$ cat src/rtl/timed_relay_controller_top_defines.svh
// assertion macros for the timed relay controller
`ifndef TIMED_RELAY_CONTROLLER_TOP_DEFINES_SVH
`define TIMED_RELAY_CONTROLLER_TOP_DEFINES_SVH

// same-cycle implication, checked out of reset
`define TRC_ASSERT_NOW(label, ante, cons) \
    label: assert property (@(posedge clk) disable iff (!rst_n) (ante) |-> (cons)) \
        else $error("trc check failed");

// next-cycle implication, checked out of reset
`define TRC_ASSERT_NEXT(label, ante, cons) \
    label: assert property (@(posedge clk) disable iff (!rst_n) (ante) |=> (cons)) \
        else $error("trc check failed");

`endif

$ cat src/rtl/trc_pkg.sv
package trc_pkg;

    localparam int TIME_W  = 32;
    localparam int NUM_W   = 39;
    localparam int PCT_W   = 7;
    localparam int OUT_PCT_W = 8;
    localparam int CMD_W   = 3;
    localparam int CFG_IDX_W = 3;

    localparam logic [CMD_W-1:0] CMD_POLL   = 3'd0;
    localparam logic [CMD_W-1:0] CMD_START  = 3'd1;
    localparam logic [CMD_W-1:0] CMD_STOP   = 3'd2;
    localparam logic [CMD_W-1:0] CMD_LOCK   = 3'd3;
    localparam logic [CMD_W-1:0] CMD_UNLOCK = 3'd4;
    localparam logic [CMD_W-1:0] CMD_STATUS = 3'd5;

    localparam logic [CFG_IDX_W-1:0] REG_DEFAULT_DURATION = 3'd0;
    localparam logic [CFG_IDX_W-1:0] REG_HOLDOUT_DURATION = 3'd1;
    localparam logic [CFG_IDX_W-1:0] REG_REPORT_INTERVAL  = 3'd2;
    localparam logic [CFG_IDX_W-1:0] REG_DRIVE_INVERTED   = 3'd3;
    localparam logic [CFG_IDX_W-1:0] REG_INITIAL_ON       = 3'd4;

    localparam logic [TIME_W-1:0]    REPORT_INTERVAL_RST = 32'd1000;
    localparam logic [PCT_W-1:0]     PCT_MAX  = 7'd100;
    localparam logic [OUT_PCT_W-1:0] PCT_IDLE = 8'hFF;

    typedef struct packed {
        logic [TIME_W-1:0] default_duration;
        logic [TIME_W-1:0] holdout_duration;
        logic [TIME_W-1:0] report_interval;
        logic              drive_inverted;
        logic              initial_on;
        logic              preset_load;
    } cfg_t;

    typedef struct packed {
        logic              start;
        logic [NUM_W-1:0]  num;
        logic [TIME_W-1:0] den;
    } div_req_t;

    typedef struct packed {
        logic             done;
        logic [PCT_W-1:0] pct;
    } div_rsp_t;

endpackage

$ cat src/rtl/timed_relay_controller_top.sv
// Timed relay controller. Each item is a command and gives exactly one result item.
// A poll advances the millisecond clock by one, handles the trigger and unlock
// buttons, ends an expired run and decides whether a status report is due; the other
// commands act on the run and lock state without advancing the clock. The run
// progress in percent is found by a 39-step serial divider, which is only used
// when a run is still active after the command. A result still waiting on the
// output holds the sequencer in its last step. A new item is taken once the
// previous one has left the sequencer, even while its result still waits on the
// output.
// Configuration writes are taken at any time but must only be issued while idle;
// writing initial_on also loads the relay state.
`include "timed_relay_controller_top_defines.svh"

module timed_relay_controller_top (
    input  logic                                   clk,
    input  logic                                   rst_n,
    input  logic                                   cfg_valid,
    output logic                                   cfg_ready,
    input  logic [trc_pkg::CFG_IDX_W-1:0]          cfg_index,
    input  logic [trc_pkg::TIME_W-1:0]             cfg_data,
    input  logic                                   in_valid,
    output logic                                   in_ready,
    input  logic [trc_pkg::CMD_W-1:0]              command,
    input  logic [trc_pkg::TIME_W-1:0]             run_length,
    input  logic                                   use_default,
    input  logic                                   has_length,
    input  logic                                   force_req,
    input  logic                                   trigger_press,
    input  logic                                   unlock_press,
    output logic                                   out_valid,
    input  logic                                   out_ready,
    output logic                                   relay_drive,
    output logic signed [trc_pkg::OUT_PCT_W-1:0]   covered_percent,
    output logic                                   is_locked,
    output logic                                   report_due,
    output logic                                   syntax_error
);

    localparam logic [2:0] S_IDLE   = 3'd0;
    localparam logic [2:0] S_TICK   = 3'd1;
    localparam logic [2:0] S_CMD    = 3'd2;
    localparam logic [2:0] S_EXPIRE = 3'd3;
    localparam logic [2:0] S_BASE   = 3'd4;
    localparam logic [2:0] S_MUL    = 3'd5;
    localparam logic [2:0] S_DIV    = 3'd6;
    localparam logic [2:0] S_FIN    = 3'd7;

    trc_pkg::cfg_t     cfg;
    trc_pkg::div_req_t div_req;
    trc_pkg::div_rsp_t div_rsp;

    logic [2:0] state_reg, state_next;

    logic [trc_pkg::TIME_W-1:0] clock_reg, clock_next;
    logic [trc_pkg::TIME_W-1:0] held_len_reg, held_len_next;
    logic [trc_pkg::TIME_W-1:0] stop_time_reg, stop_time_next;
    logic [trc_pkg::TIME_W-1:0] last_report_reg, last_report_next;
    logic [trc_pkg::TIME_W-1:0] holdout_end_reg, holdout_end_next;
    logic                       lock_reg, lock_next;
    logic                       pending_reg, pending_next;
    logic                       relay_on_reg, relay_on_next;

    logic [trc_pkg::CMD_W-1:0]  cmd_reg, cmd_next;
    logic [trc_pkg::TIME_W-1:0] len_reg, len_next;
    logic                       use_def_reg, use_def_next;
    logic                       has_len_reg, has_len_next;
    logic                       force_reg, force_next;
    logic                       trig_reg, trig_next;
    logic                       unl_reg, unl_next;
    logic [trc_pkg::TIME_W-1:0] elapsed_reg, elapsed_next;

    logic                           out_valid_reg, out_valid_next;
    logic                           relay_drive_reg, relay_drive_next;
    logic [trc_pkg::OUT_PCT_W-1:0]  pct_out_reg, pct_out_next;
    logic                           locked_out_reg, locked_out_next;
    logic                           due_out_reg, due_out_next;
    logic                           err_out_reg, err_out_next;

    logic                       is_poll;
    logic                       is_bad;
    logic [trc_pkg::TIME_W-1:0] start_len;
    logic                       start_ok;
    logic                       do_start;
    logic                       do_stop;
    logic                       pct_pos;
    logic                       due;
    logic [trc_pkg::NUM_W-1:0]  elapsed_w;

    trc_cfg u_cfg (
        .clk       (clk),
        .rst_n     (rst_n),
        .cfg_valid (cfg_valid),
        .cfg_ready (cfg_ready),
        .cfg_index (cfg_index),
        .cfg_data  (cfg_data),
        .cfg       (cfg)
    );

    trc_div u_div (
        .clk   (clk),
        .rst_n (rst_n),
        .req   (div_req),
        .rsp   (div_rsp)
    );

    assign in_ready  = (state_reg == S_IDLE);
    assign is_poll   = (cmd_reg == trc_pkg::CMD_POLL);
    assign is_bad    = (cmd_reg > trc_pkg::CMD_STATUS);
    assign start_len = (is_poll || use_def_reg) ? cfg.default_duration : len_reg;
    assign start_ok  = (clock_reg >= holdout_end_reg) && (!lock_reg || (!is_poll && force_reg));
    assign elapsed_w = {{(trc_pkg::NUM_W-trc_pkg::TIME_W){1'b0}}, elapsed_reg};

    // elapsed * 100 as shift-add into the divider
    always_comb
    begin
        div_req.start = (state_reg == S_MUL);
        div_req.num   = (elapsed_w << 6) + (elapsed_w << 5) + (elapsed_w << 2);
        div_req.den   = held_len_reg;
    end

    always_comb
    begin
        do_start = 1'b0;
        do_stop  = 1'b0;
        if (is_poll)
        begin
            do_start = trig_reg && (held_len_reg == '0);
            do_stop  = trig_reg && (held_len_reg != '0);
        end
        else
        begin
            do_start = (cmd_reg == trc_pkg::CMD_START) && has_len_reg;
            do_stop  = (cmd_reg == trc_pkg::CMD_STOP);
        end
    end

    always_comb
    begin
        pct_pos = (held_len_reg != '0) && (div_rsp.pct != '0);
        due     = is_poll &&
                  (pending_reg ||
                   (pct_pos && (last_report_reg != '0) &&
                    ((clock_reg - last_report_reg) > cfg.report_interval)) ||
                   ((held_len_reg == '0) && (last_report_reg < stop_time_reg)));
    end

    always_comb
    begin
        state_next       = state_reg;
        clock_next       = clock_reg;
        held_len_next    = held_len_reg;
        stop_time_next   = stop_time_reg;
        last_report_next = last_report_reg;
        holdout_end_next = holdout_end_reg;
        lock_next        = lock_reg;
        pending_next     = pending_reg;
        relay_on_next    = relay_on_reg;
        cmd_next         = cmd_reg;
        len_next         = len_reg;
        use_def_next     = use_def_reg;
        has_len_next     = has_len_reg;
        force_next       = force_reg;
        trig_next        = trig_reg;
        unl_next         = unl_reg;
        elapsed_next     = elapsed_reg;
        out_valid_next   = out_valid_reg && !out_ready;
        relay_drive_next = relay_drive_reg;
        pct_out_next     = pct_out_reg;
        locked_out_next  = locked_out_reg;
        due_out_next     = due_out_reg;
        err_out_next     = err_out_reg;

        if (cfg.preset_load)
        begin
            relay_on_next = cfg.initial_on;
        end

        unique case (state_reg)
            S_IDLE:
            begin
                if (in_valid)
                begin
                    cmd_next     = command;
                    len_next     = run_length;
                    use_def_next = use_default;
                    has_len_next = has_length;
                    force_next   = force_req;
                    trig_next    = trigger_press;
                    unl_next     = unlock_press;
                    state_next   = (command == trc_pkg::CMD_POLL) ? S_TICK : S_CMD;
                end
            end
            S_TICK:
            begin
                clock_next = clock_reg + 32'd1;
                state_next = S_CMD;
            end
            S_CMD:
            begin
                if (do_start && start_ok)
                begin
                    relay_on_next  = 1'b1;
                    held_len_next  = start_len;
                    stop_time_next = clock_reg + start_len;
                    pending_next   = 1'b1;
                end
                if (do_stop)
                begin
                    relay_on_next    = 1'b0;
                    stop_time_next   = clock_reg;
                    holdout_end_next = clock_reg + cfg.holdout_duration;
                    held_len_next    = '0;
                    pending_next     = 1'b1;
                end
                unique case (cmd_reg)
                    trc_pkg::CMD_POLL:
                    begin
                        if (unl_reg)
                        begin
                            lock_next    = 1'b0;
                            pending_next = 1'b1;
                        end
                    end
                    trc_pkg::CMD_LOCK:   lock_next = 1'b1;
                    trc_pkg::CMD_UNLOCK: lock_next = 1'b0;
                    default: ;
                endcase
                if (!is_poll)
                begin
                    pending_next = 1'b1;
                end
                state_next = is_poll ? S_EXPIRE : S_BASE;
            end
            S_EXPIRE:
            begin
                // run ends once the clock passes the stop time
                if ((held_len_reg != '0) && (stop_time_reg != '0) &&
                    (clock_reg > stop_time_reg))
                begin
                    relay_on_next    = 1'b0;
                    stop_time_next   = clock_reg;
                    holdout_end_next = clock_reg + cfg.holdout_duration;
                    held_len_next    = '0;
                    pending_next     = 1'b1;
                end
                state_next = S_BASE;
            end
            S_BASE:
            begin
                elapsed_next = clock_reg - stop_time_reg + held_len_reg;
                state_next   = (held_len_reg == '0) ? S_FIN : S_MUL;
            end
            S_MUL:
            begin
                state_next = S_DIV;
            end
            S_DIV:
            begin
                if (div_rsp.done)
                begin
                    state_next = S_FIN;
                end
            end
            S_FIN:
            begin
                if (!out_valid_reg || out_ready)
                begin
                    if (due)
                    begin
                        last_report_next = clock_reg;
                        pending_next     = 1'b0;
                    end
                    out_valid_next   = 1'b1;
                    relay_drive_next = relay_on_reg ^ cfg.drive_inverted;
                    pct_out_next     = (held_len_reg == '0) ? trc_pkg::PCT_IDLE
                                                            : {1'b0, div_rsp.pct};
                    locked_out_next  = lock_reg;
                    due_out_next     = due;
                    err_out_next     = is_bad;
                    state_next       = S_IDLE;
                end
            end
            default:
            begin
                state_next = S_IDLE;
            end
        endcase
    end

    always_ff @(posedge clk or negedge rst_n)
    begin
        if (!rst_n)
        begin
            state_reg       <= S_IDLE;
            clock_reg       <= '0;
            held_len_reg    <= '0;
            stop_time_reg   <= '0;
            last_report_reg <= '0;
            holdout_end_reg <= '0;
            lock_reg        <= 1'b0;
            pending_reg     <= 1'b0;
            relay_on_reg    <= 1'b0;
            out_valid_reg   <= 1'b0;
        end
        else
        begin
            state_reg       <= state_next;
            clock_reg       <= clock_next;
            held_len_reg    <= held_len_next;
            stop_time_reg   <= stop_time_next;
            last_report_reg <= last_report_next;
            holdout_end_reg <= holdout_end_next;
            lock_reg        <= lock_next;
            pending_reg     <= pending_next;
            relay_on_reg    <= relay_on_next;
            out_valid_reg   <= out_valid_next;
        end
    end

    always_ff @(posedge clk)
    begin
        cmd_reg         <= cmd_next;
        len_reg         <= len_next;
        use_def_reg     <= use_def_next;
        has_len_reg     <= has_len_next;
        force_reg       <= force_next;
        trig_reg        <= trig_next;
        unl_reg         <= unl_next;
        elapsed_reg     <= elapsed_next;
        relay_drive_reg <= relay_drive_next;
        pct_out_reg     <= pct_out_next;
        locked_out_reg  <= locked_out_next;
        due_out_reg     <= due_out_next;
        err_out_reg     <= err_out_next;
    end

    assign out_valid       = out_valid_reg;
    assign relay_drive     = relay_drive_reg;
    assign covered_percent = pct_out_reg;
    assign is_locked       = locked_out_reg;
    assign report_due      = due_out_reg;
    assign syntax_error    = err_out_reg;

    `TRC_ASSERT_NEXT(a_busy_after_accept, in_valid && in_ready, !in_ready)
    `TRC_ASSERT_NOW(a_div_done_in_div, div_rsp.done, state_reg == S_DIV)
    `TRC_ASSERT_NOW(a_pct_range, out_valid_reg,
        (pct_out_reg == trc_pkg::PCT_IDLE) || (pct_out_reg <= 8'd100))
    `TRC_ASSERT_NOW(a_div_only_running, div_req.start, held_len_reg != '0)

endmodule

$ cat src/rtl/trc_cfg.sv
module trc_cfg (
    input  logic                              clk,
    input  logic                              rst_n,
    input  logic                              cfg_valid,
    output logic                              cfg_ready,
    input  logic [trc_pkg::CFG_IDX_W-1:0]     cfg_index,
    input  logic [trc_pkg::TIME_W-1:0]        cfg_data,
    output trc_pkg::cfg_t                     cfg
);

    logic [trc_pkg::TIME_W-1:0] default_duration_reg;
    logic [trc_pkg::TIME_W-1:0] holdout_duration_reg;
    logic [trc_pkg::TIME_W-1:0] report_interval_reg;
    logic                       drive_inverted_reg;
    logic                       wr;

    assign cfg_ready = 1'b1;
    assign wr        = cfg_valid && cfg_ready;

    always_ff @(posedge clk or negedge rst_n)
    begin
        if (!rst_n)
        begin
            default_duration_reg <= '0;
            holdout_duration_reg <= '0;
            report_interval_reg  <= trc_pkg::REPORT_INTERVAL_RST;
            drive_inverted_reg   <= 1'b0;
        end
        else if (wr)
        begin
            unique case (cfg_index)
                trc_pkg::REG_DEFAULT_DURATION: default_duration_reg <= cfg_data;
                trc_pkg::REG_HOLDOUT_DURATION: holdout_duration_reg <= cfg_data;
                trc_pkg::REG_REPORT_INTERVAL:  report_interval_reg  <= cfg_data;
                trc_pkg::REG_DRIVE_INVERTED:   drive_inverted_reg   <= cfg_data[0];
                default: ;
            endcase
        end
    end

    // initial_on acts only as a preset of the relay state when written
    always_comb
    begin
        cfg.default_duration = default_duration_reg;
        cfg.holdout_duration = holdout_duration_reg;
        cfg.report_interval  = report_interval_reg;
        cfg.drive_inverted   = drive_inverted_reg;
        cfg.initial_on       = cfg_data[0];
        cfg.preset_load      = wr && (cfg_index == trc_pkg::REG_INITIAL_ON);
    end

endmodule

$ cat src/rtl/trc_div.sv
module trc_div (
    input  logic                clk,
    input  logic                rst_n,
    input  trc_pkg::div_req_t   req,
    output trc_pkg::div_rsp_t   rsp
);

    localparam int CNT_W = $clog2(trc_pkg::NUM_W + 1);
    localparam logic [CNT_W-1:0] CNT_LOAD = CNT_W'(trc_pkg::NUM_W);
    localparam logic [CNT_W-1:0] CNT_LAST = CNT_W'(1);

    logic [trc_pkg::NUM_W-1:0]  quo_reg, quo_next;
    logic [trc_pkg::TIME_W-1:0] rem_reg, rem_next;
    logic [trc_pkg::TIME_W-1:0] den_reg, den_next;
    logic [CNT_W-1:0]           cnt_reg, cnt_next;
    logic                       busy_reg, busy_next;
    logic                       done_reg, done_next;
    logic [trc_pkg::TIME_W:0]   trial;
    logic [trc_pkg::TIME_W:0]   diff;
    logic                       qbit;

    // one restoring step per cycle, quotient shifts into the numerator register
    always_comb
    begin
        quo_next  = quo_reg;
        rem_next  = rem_reg;
        den_next  = den_reg;
        cnt_next  = cnt_reg;
        busy_next = busy_reg;
        done_next = 1'b0;
        trial     = {rem_reg, quo_reg[trc_pkg::NUM_W-1]};
        diff      = trial - {1'b0, den_reg};
        qbit      = !diff[trc_pkg::TIME_W];
        if (req.start)
        begin
            quo_next  = req.num;
            rem_next  = '0;
            den_next  = req.den;
            cnt_next  = CNT_LOAD;
            busy_next = 1'b1;
        end
        else if (busy_reg)
        begin
            rem_next  = qbit ? diff[trc_pkg::TIME_W-1:0] : trial[trc_pkg::TIME_W-1:0];
            quo_next  = {quo_reg[trc_pkg::NUM_W-2:0], qbit};
            cnt_next  = cnt_reg - CNT_LAST;
            if (cnt_reg == CNT_LAST)
            begin
                busy_next = 1'b0;
                done_next = 1'b1;
            end
        end
    end

    always_ff @(posedge clk or negedge rst_n)
    begin
        if (!rst_n)
        begin
            cnt_reg  <= '0;
            busy_reg <= 1'b0;
            done_reg <= 1'b0;
        end
        else
        begin
            cnt_reg  <= cnt_next;
            busy_reg <= busy_next;
            done_reg <= done_next;
        end
    end

    always_ff @(posedge clk)
    begin
        quo_reg <= quo_next;
        rem_reg <= rem_next;
        den_reg <= den_next;
    end

    // saturate at full scale
    always_comb
    begin
        rsp.done = done_reg;
        if ((quo_reg[trc_pkg::NUM_W-1:trc_pkg::PCT_W] != '0) ||
            (quo_reg[trc_pkg::PCT_W-1:0] > trc_pkg::PCT_MAX))
        begin
            rsp.pct = trc_pkg::PCT_MAX;
        end
        else
        begin
            rsp.pct = quo_reg[trc_pkg::PCT_W-1:0];
        end
    end

endmodule
$ cat config.mk
export PLATFORM = sky130hd
export DESIGN_NAME = timed_relay_controller_top
export DESIGN_NICKNAME = d
export VERILOG_FILES = /design/src/rtl/trc_pkg.sv /design/src/rtl/timed_relay_controller_top.sv /design/src/rtl/trc_cfg.sv /design/src/rtl/trc_div.sv
export VERILOG_INCLUDE_DIRS = /design/src /design/src/rtl
export SDC_FILE = /design/constraint.sdc
export NUM_CORES = 1
export LEC_CHECK = 0
export ABC_AREA = 0
export BUFFER_PORTS_ARGS = -buffer_cell sky130_fd_sc_hd__buf_2
export CORE_MARGIN = 8
export CORE_UTILIZATION = 26
export CTS_BUF_LIST = sky130_fd_sc_hd__clkbuf_4 sky130_fd_sc_hd__clkbuf_8
export DETAILED_ROUTE_END_ITERATION = 16
export GPL_TIMING_DRIVEN = 0
export HOLD_SLACK_MARGIN = 0.03
export SLEW_MARGIN = 0
export SYNTH_ARGS = -nofsm -noshare
export SYNTH_HDL_FRONTEND = slang
export SYNTH_HIERARCHICAL = 1
export SYNTH_SLANG_ARGS = --single-unit
$ cat constraint.sdc
create_clock -name clk -period 7.7 [get_ports clk]
set_input_delay 0.385 -clock clk [delete_from_list [all_inputs] [get_ports clk]]
set_output_delay 0.385 -clock clk [all_outputs]
set_load 0.02 [all_outputs]
==> flow_summary.json, run 1 <==
{
  "syn_to_final_growth_pct": 16.7,
  "fin_crit_sh": 0.836,
  "power_mw": 18.3,
  "synthTopCellsByArea": "dfrtp_1 20%, edfxtp_1 14%, ha_1 12%",
  "tightest_slew_ps": 1120,
  "cp.depth": 25,
  "p_int_mw": 10.1,
  "synthMuxAreaShare": 0.0818,
  "routabilityCongestion": 0.905,
  "cts_tree": "yes",
  "dpl_worst_slack_ps": 1280,
  "clock-root-buffer": "clkbuf_8",
  "fin_ws_ps": 1270,
  "routed_wl_mm": 98.0,
  "setup_viol": 0,
  "largest_reg_flops": 39,
  "slew_headroom": 0.231,
  "vias_per_cell": 4.88,
  "cpLargestDelayFamily": "compound AO/OA/AOI/OAI gates",
  "grt_usage": 0.140,
  "layout.nets": 4076,
  "r2r_cells": 25,
  "die_w_um": 372,
  "synth_top_area_frac": 0.202,
  "synthArstFlopShare": 0.593,
  "setup.worst_path.class": "flop to flop",
  "irDropWorstVdd_uv": 275,
  "dr.pass1.iters": 6,
  "drt_iter0_markers": 1962,
  "use_met1": 0.178,
  "power_switching_mw": 8.21,
  "reg2reg_slack_ps": 1270,
  "dieHeight_um": 372,
  "avgSynthCellArea_um2": 9.90,
  "core_area_um2": 126000,
  "dominantRegCellSynth": "dfrtp_1",
  "p_clk_frac": 0.152,
  "synthCells": 3335,
  "worst_setup_path_end_kind": "flop",
  "grt_max_degree": 105,
  "power_density_nw_per_um2": 475,
  "switching_share": 0.448,
  "final_antenna_net_count": 0,
  "p_leak_nw": 17.1,
  "netlist_area_um2": 33000,
  "synth_seq_area_share": 0.367,
  "std_cell_rows": 130,
  "cts.clk_slew.worst_paths_ps": 60,
  "grt_remaining_overflow": 0,
  "initial_utilization": 0.262,
  "drive_gt1_frac": 0.151,
  "slowest_stage": "o41ai_1",
  "synth_top_family_by_area": "compound AO/OA/AOI/OAI gates",
  "pwr-share-seq": 0.250,
  "dp_hpwl_mm": 79.1,
  "combPwrFrac": 0.598,
  "met3_usage": 0.0176,
  "synth_top_area_cell": "dfrtp_1",
  "grt_busiest_layer": "met2",
  "grt_pass1_wl_mm": 152,
  "outcome": "complete, no violations",
  "crit_arrival_ps": 7000,
  "synthAdderAreaFrac": 0.162,
  "rsz0062_at_grt": "false",
  "ys_types": 101,
  "critPathMaxStageDelay_ps": 760,
  "hold_slack_ps": 97.4,
  "cap_violations": 0,
  "htreeDepth": 3,
  "ys_ff_latch": 459,
  "diodes": 0,
  "synth_edf_count": 155,
  "pin_count": 95,
  "ys_warn_count": 6,
  "insertion_delay_ps": 730,
  "cts_buffers": 89,
  "hold_violations": 0,
  "worstSetupStartpointType": "flop",
  "synth-simple-area-share": 0.121,
  "ctsResizeCount": 0,
  "skew_ps": 48.4,
  "grt_use_met2": 0.240,
  "grt_pass1_vias": 26500,
  "wire_per_inst_um": 18.4,
  "cp.required_ps": 8270,
  "via_count": 26000,
  "clock.fmax_mhz": 155,
  "cpMostUsedCell": "nand3_1",
  "period_needed_ps": 6430,
  "port_buffers": 93,
  "slew_violations": 0,
  "path_max_fanout": 10,
  "most-common-layout-cells": "348 x inv_1, 324 x ha_1, 266 x dfrtp_1, 220 x a21oi_1, 199 x nor2_1",
  "drcViolationCount": 0,
  "cts_buffer_depth": 3,
  "final_common_cell": "inv_1",
  "synth_xor_area_frac": 0.0486,
  "clock_sinks": 459,
  "synth-compound-area-share": 0.163,
  "hold_class": "input pin to async pin",
  "antenna_found_initial": 3,
  "critPathBufInv": 4,
  "die_area_um2": 139000
}
-- layer usage --
layer	vias to the layer above	wire length, um
li1	12600	-
met1	12600	43200
met3	188	3960
met2	595	47100
met5	-	0
met4	0	3670
-- through the flow --
stage / instances / TNS, ps / area [um^2] / util
after detailed placement: 5090 / 0 / 35800 / 0.284
after global routing: 5328 / 0 / 38500 / 0.306
after floorplan: 3336 / 0 / 33000 / -
after global placement: 5079 / -10690 / 35600 / 0.282
final: 5328 / 0 / 38500 / 0.306
after CTS: 5328 / 0 / 38500 / 0.306
-- path summary, 6_finish.rpt --
check | startpoint | to
worst max-delay path | clock_reg[0]$_DFFE_PN0P_ | last_report_reg[23]$_DFFE_PN0P_
worst min-delay path | rst_n | u_div/cnt_reg[0]$_DFFE_PN0P_
worst min register to register | holdout_end_reg[20]$_DFFE_PN0P_ | holdout_end_reg[20]$_DFFE_PN0P_
min in group clk | cfg_data[0] | u_cfg/drive_inverted_reg$_DFFE_PN0P_
worst max register to register | clock_reg[0]$_DFFE_PN0P_ | last_report_reg[23]$_DFFE_PN0P_
max in group asynchronous | rst_n | holdout_end_reg[29]$_DFFE_PN0P_
-- logic make-up (layout without fill, tap and decap cells) --
| kind of cell | after synthesis | count (layout) |
|---|---|---|
| flops | 459 | 459 |
| simple gates | 797 | 797 |
| xor+xnor | 181 | 181 |
| compound gates | 811 | 811 |
| buf+inv | 449 | 791 |
| fa+ha+maj | 388 | 388 |
| mux | 248 | 248 |
| other cells | 2 | 3 |
-- power by group through the flow --
stage	Combinational [mW]	Sequential [mW]	Clock [mW]
finish	10.9	4.59	2.78
global placement	10.6	4.62	0
floorplan	8.37	4.27	0
global route	12.3	4.70	2.95
detailed placement	10.9	4.62	0
CTS	11.0	4.58	2.86
-- Yosys cell counts, types with 9 or more instances --
cell type / count
buf_2: 23
nand3_1: 68
a31o_2: 34
a21oi_1: 220
edfxtp_1: 155
inv_1: 349
o31a_1: 11
xor2_1: 54
o31ai_1: 10
or2_2: 10
fa_1: 64
nor2b_1: 30
a21o_1: 108
nor3_1: 53
o21ai_0: 147
nand4_1: 43
xnor2_1: 126
o211ai_1: 17
nor2_1: 200
o21ai_1: 9
dfrtp_1: 266
a211oi_1: 60
or3_1: 22
nand2b_1: 40
and4_1: 10
dfxtp_1: 32
mux2_2: 163
a211o_1: 11
nand2_1: 189
o21bai_1: 22
and3_1: 22
and2_1: 16
ha_1: 324
o41ai_1: 11
mux2i_1: 74
mux2_1: 11
nor4_1: 47
o21a_1: 37
clkbuf_1: 48
buf_6: 11
a31oi_1: 20
-- repair_timing --
item / 4_1_cts / 5_1_grt
endpoints found under the hold margin: 242 / 0
setup buffers: 0 / 0
hold buffers: 77 / 0
-- layout make-up --
type,instances,area [um^2]
Buffer,98,566
Clock buffer,127,1590
Clock inverter,34,425
Fill cell,13100,87300
Inverter,351,1320
Multi-Input combinational cell,2428,19000
Sequential cell,459,12100
Tap cell,1650,2060
Timing Repair Buffer,181,1430
Power figures use the tool's default switching activity.
==> run 2: changes to the inputs <==
==> constraint.sdc (replaced) <==
create_clock -name clk -period 5.9 [get_ports clk]
set_input_delay 0.295 -clock clk [delete_from_list [all_inputs] [get_ports clk]]
set_output_delay 0.295 -clock clk [all_outputs]
set_load 0.02 [all_outputs]
==> run 2 against run 1 <==
Compared with the run above: worst hold slack better by 110 ps; via count increased by 0.42%; sequential power grew 30%; critical path type unchanged; largest cell class unchanged.
==> flow_summary.json, run 2 (synthesis results as in run 1) <==
{
  "outcome": "complete, no violations",
  "most-common-layout-cells": "347 x inv_1, 324 x ha_1, 265 x dfrtp_1, 218 x a21oi_1, 198 x nor2_1",
  "grt_pass1_wl_mm": 152,
  "drive_gt1_frac": 0.153,
  "rsz0062_at_grt": "false",
  "cp.required_ps": 6490,
  "clock_sinks": 459,
  "tightest_slew_ps": 1100,
  "p_leak_nw": 17.1,
  "grt_pass1_vias": 26600,
  "cts_buffers": 89,
  "routed_wl_mm": 98.1,
  "die_area_um2": 139000,
  "final_antenna_net_count": 0,
  "skew_ps": 45.0,
  "vias_per_cell": 4.89,
  "initial_utilization": 0.262,
  "antenna_found_initial": 3,
  "cts_tree": "yes",
  "cts.clk_slew.worst_paths_ps": 70,
  "htreeDepth": 3,
  "routabilityCongestion": 0.905,
  "pin_count": 95,
  "power_density_nw_per_um2": 619,
  "final_common_cell": "inv_1",
  "crit_arrival_ps": 6150,
  "diodes": 0,
  "drcViolationCount": 0,
  "path_max_fanout": 10,
  "setup.worst_path.class": "flop to flop",
  "clock.fmax_mhz": 180,
  "core_area_um2": 126000,
  "largest_reg_flops": 39,
  "drt_iter0_markers": 1804,
  "worstSetupStartpointType": "flop",
  "hold_violations": 0,
  "worst_setup_path_end_kind": "flop",
  "clock-root-buffer": "clkbuf_8",
  "cts_buffer_depth": 3,
  "dieHeight_um": 372,
  "cap_violations": 0,
  "slew_violations": 0,
  "port_buffers": 93,
  "dp_hpwl_mm": 79.1,
  "slew_headroom": 0.250,
  "wire_per_inst_um": 18.4,
  "insertion_delay_ps": 730,
  "power_mw": 23.9,
  "grt_max_degree": 105,
  "die_w_um": 372,
  "layout.nets": 4082,
  "setup_viol": 0,
  "dr.pass1.iters": 5,
  "period_needed_ps": 5560,
  "grt_usage": 0.140,
  "fin_util": 0.307,
  "irDropWorstVdd_uv": 360,
  "syn_to_final_growth_pct": 17.1,
  "hold_class": "input pin to async pin",
  "dpl_worst_slack_ps": -524,
  "std_cell_rows": 130,
  "via_count": 26100,
  "fin_ws_ps": 336,
  "grt_remaining_overflow": 0,
  "fin_crit_sh": 0.943
}
[run 2: final timing paths]
| kind | startpoint | end | slack, ps | depth (start not counted) |
|---|---|---|---|---|
| worst max-delay path | cmd_reg[0]$_DFFE_PP_ | stop_time_reg[29]$_DFFE_PN0P_ | 340 | 15 |
| worst min register to register | holdout_end_reg[20]$_DFFE_PN0P_ | holdout_end_reg[20]$_DFFE_PN0P_ | 480 | 2 |
| max in group asynchronous | rst_n | holdout_end_reg[29]$_DFFE_PN0P_ | 4700 | 4 |
| min in group clk | run_length[19] | len_reg[19]$_DFFE_PP_ | 280 | 2 |
| worst max register to register | cmd_reg[0]$_DFFE_PP_ | stop_time_reg[29]$_DFFE_PN0P_ | 340 | 15 |
| worst min-delay path | rst_n | u_div/cnt_reg[1]$_DFFE_PN0P_ | 200 | 3 |
[run 2: report_power, final]
group / internal, mW / switching, mW / total (mW) / leakage [nW]
combinational: 6.21 / 8.12 / 14.3 / 11.0
clock: 2.14 / 1.49 / 3.63 / 1.06
sequential: 4.85 / 1.13 / 5.98 / 5.12
[run 2: routing by layer]
metal,up-vias,track usage,routed length [um]
met1,12700,0.178,43300
li1,12600,-,-
met3,199,0.0175,3720
met4,0,0.0544,3850
met5,-,0,0
met2,592,0.240,47300
[run 2: what timing repair did]
item,4_1_cts,5_1_grt
buffers inserted,0,2
gates resized for setup,7,5
endpoints found under the setup margin,33,32
hold endpoints to repair,246,0
hold buffers,81,0
pin swaps,0,2
cloned,0,0
[run 2: cell type report]
class	instances	area (um^2)
repair buffers	187	1490
clock inverters	34	425
plain buffers	98	566
inverters	351	1320
fillers	13100	87200
flip-flops and latches	459	12100
well taps	1650	2060
multi-input cells	2428	19100
clock buffers	127	1590
[run 2: metrics by stage]
step           hold slack, ps  cell area [um^2]  setup TNS, ps  std cells
3_3_place_gp              464             35600        -394520       5079
2_1_floorplan          -0.591             33000              0       3336
4_1_cts                   194             38600              0       5332
5_1_grt                   244             38700              0       5334
6_report                  203             38700              0       5334
3_5_place_dp              100             35800         -16500       5090
[run 2: critical path, stage by stage, from the launching register on]
cell and delay (ps):
edfxtp_1 360, clkbuf_1 210, nor3_1 870, nor2_1 440, clkbuf_1 370, mux2_2 410
ha_1 310, a211oi_1 430, o211ai_1 270, and4_1 340, o211ai_1 260, a21oi_1 190
o311ai_0 450, nand3_1 130, a311oi_1 300, a21oi_1 70
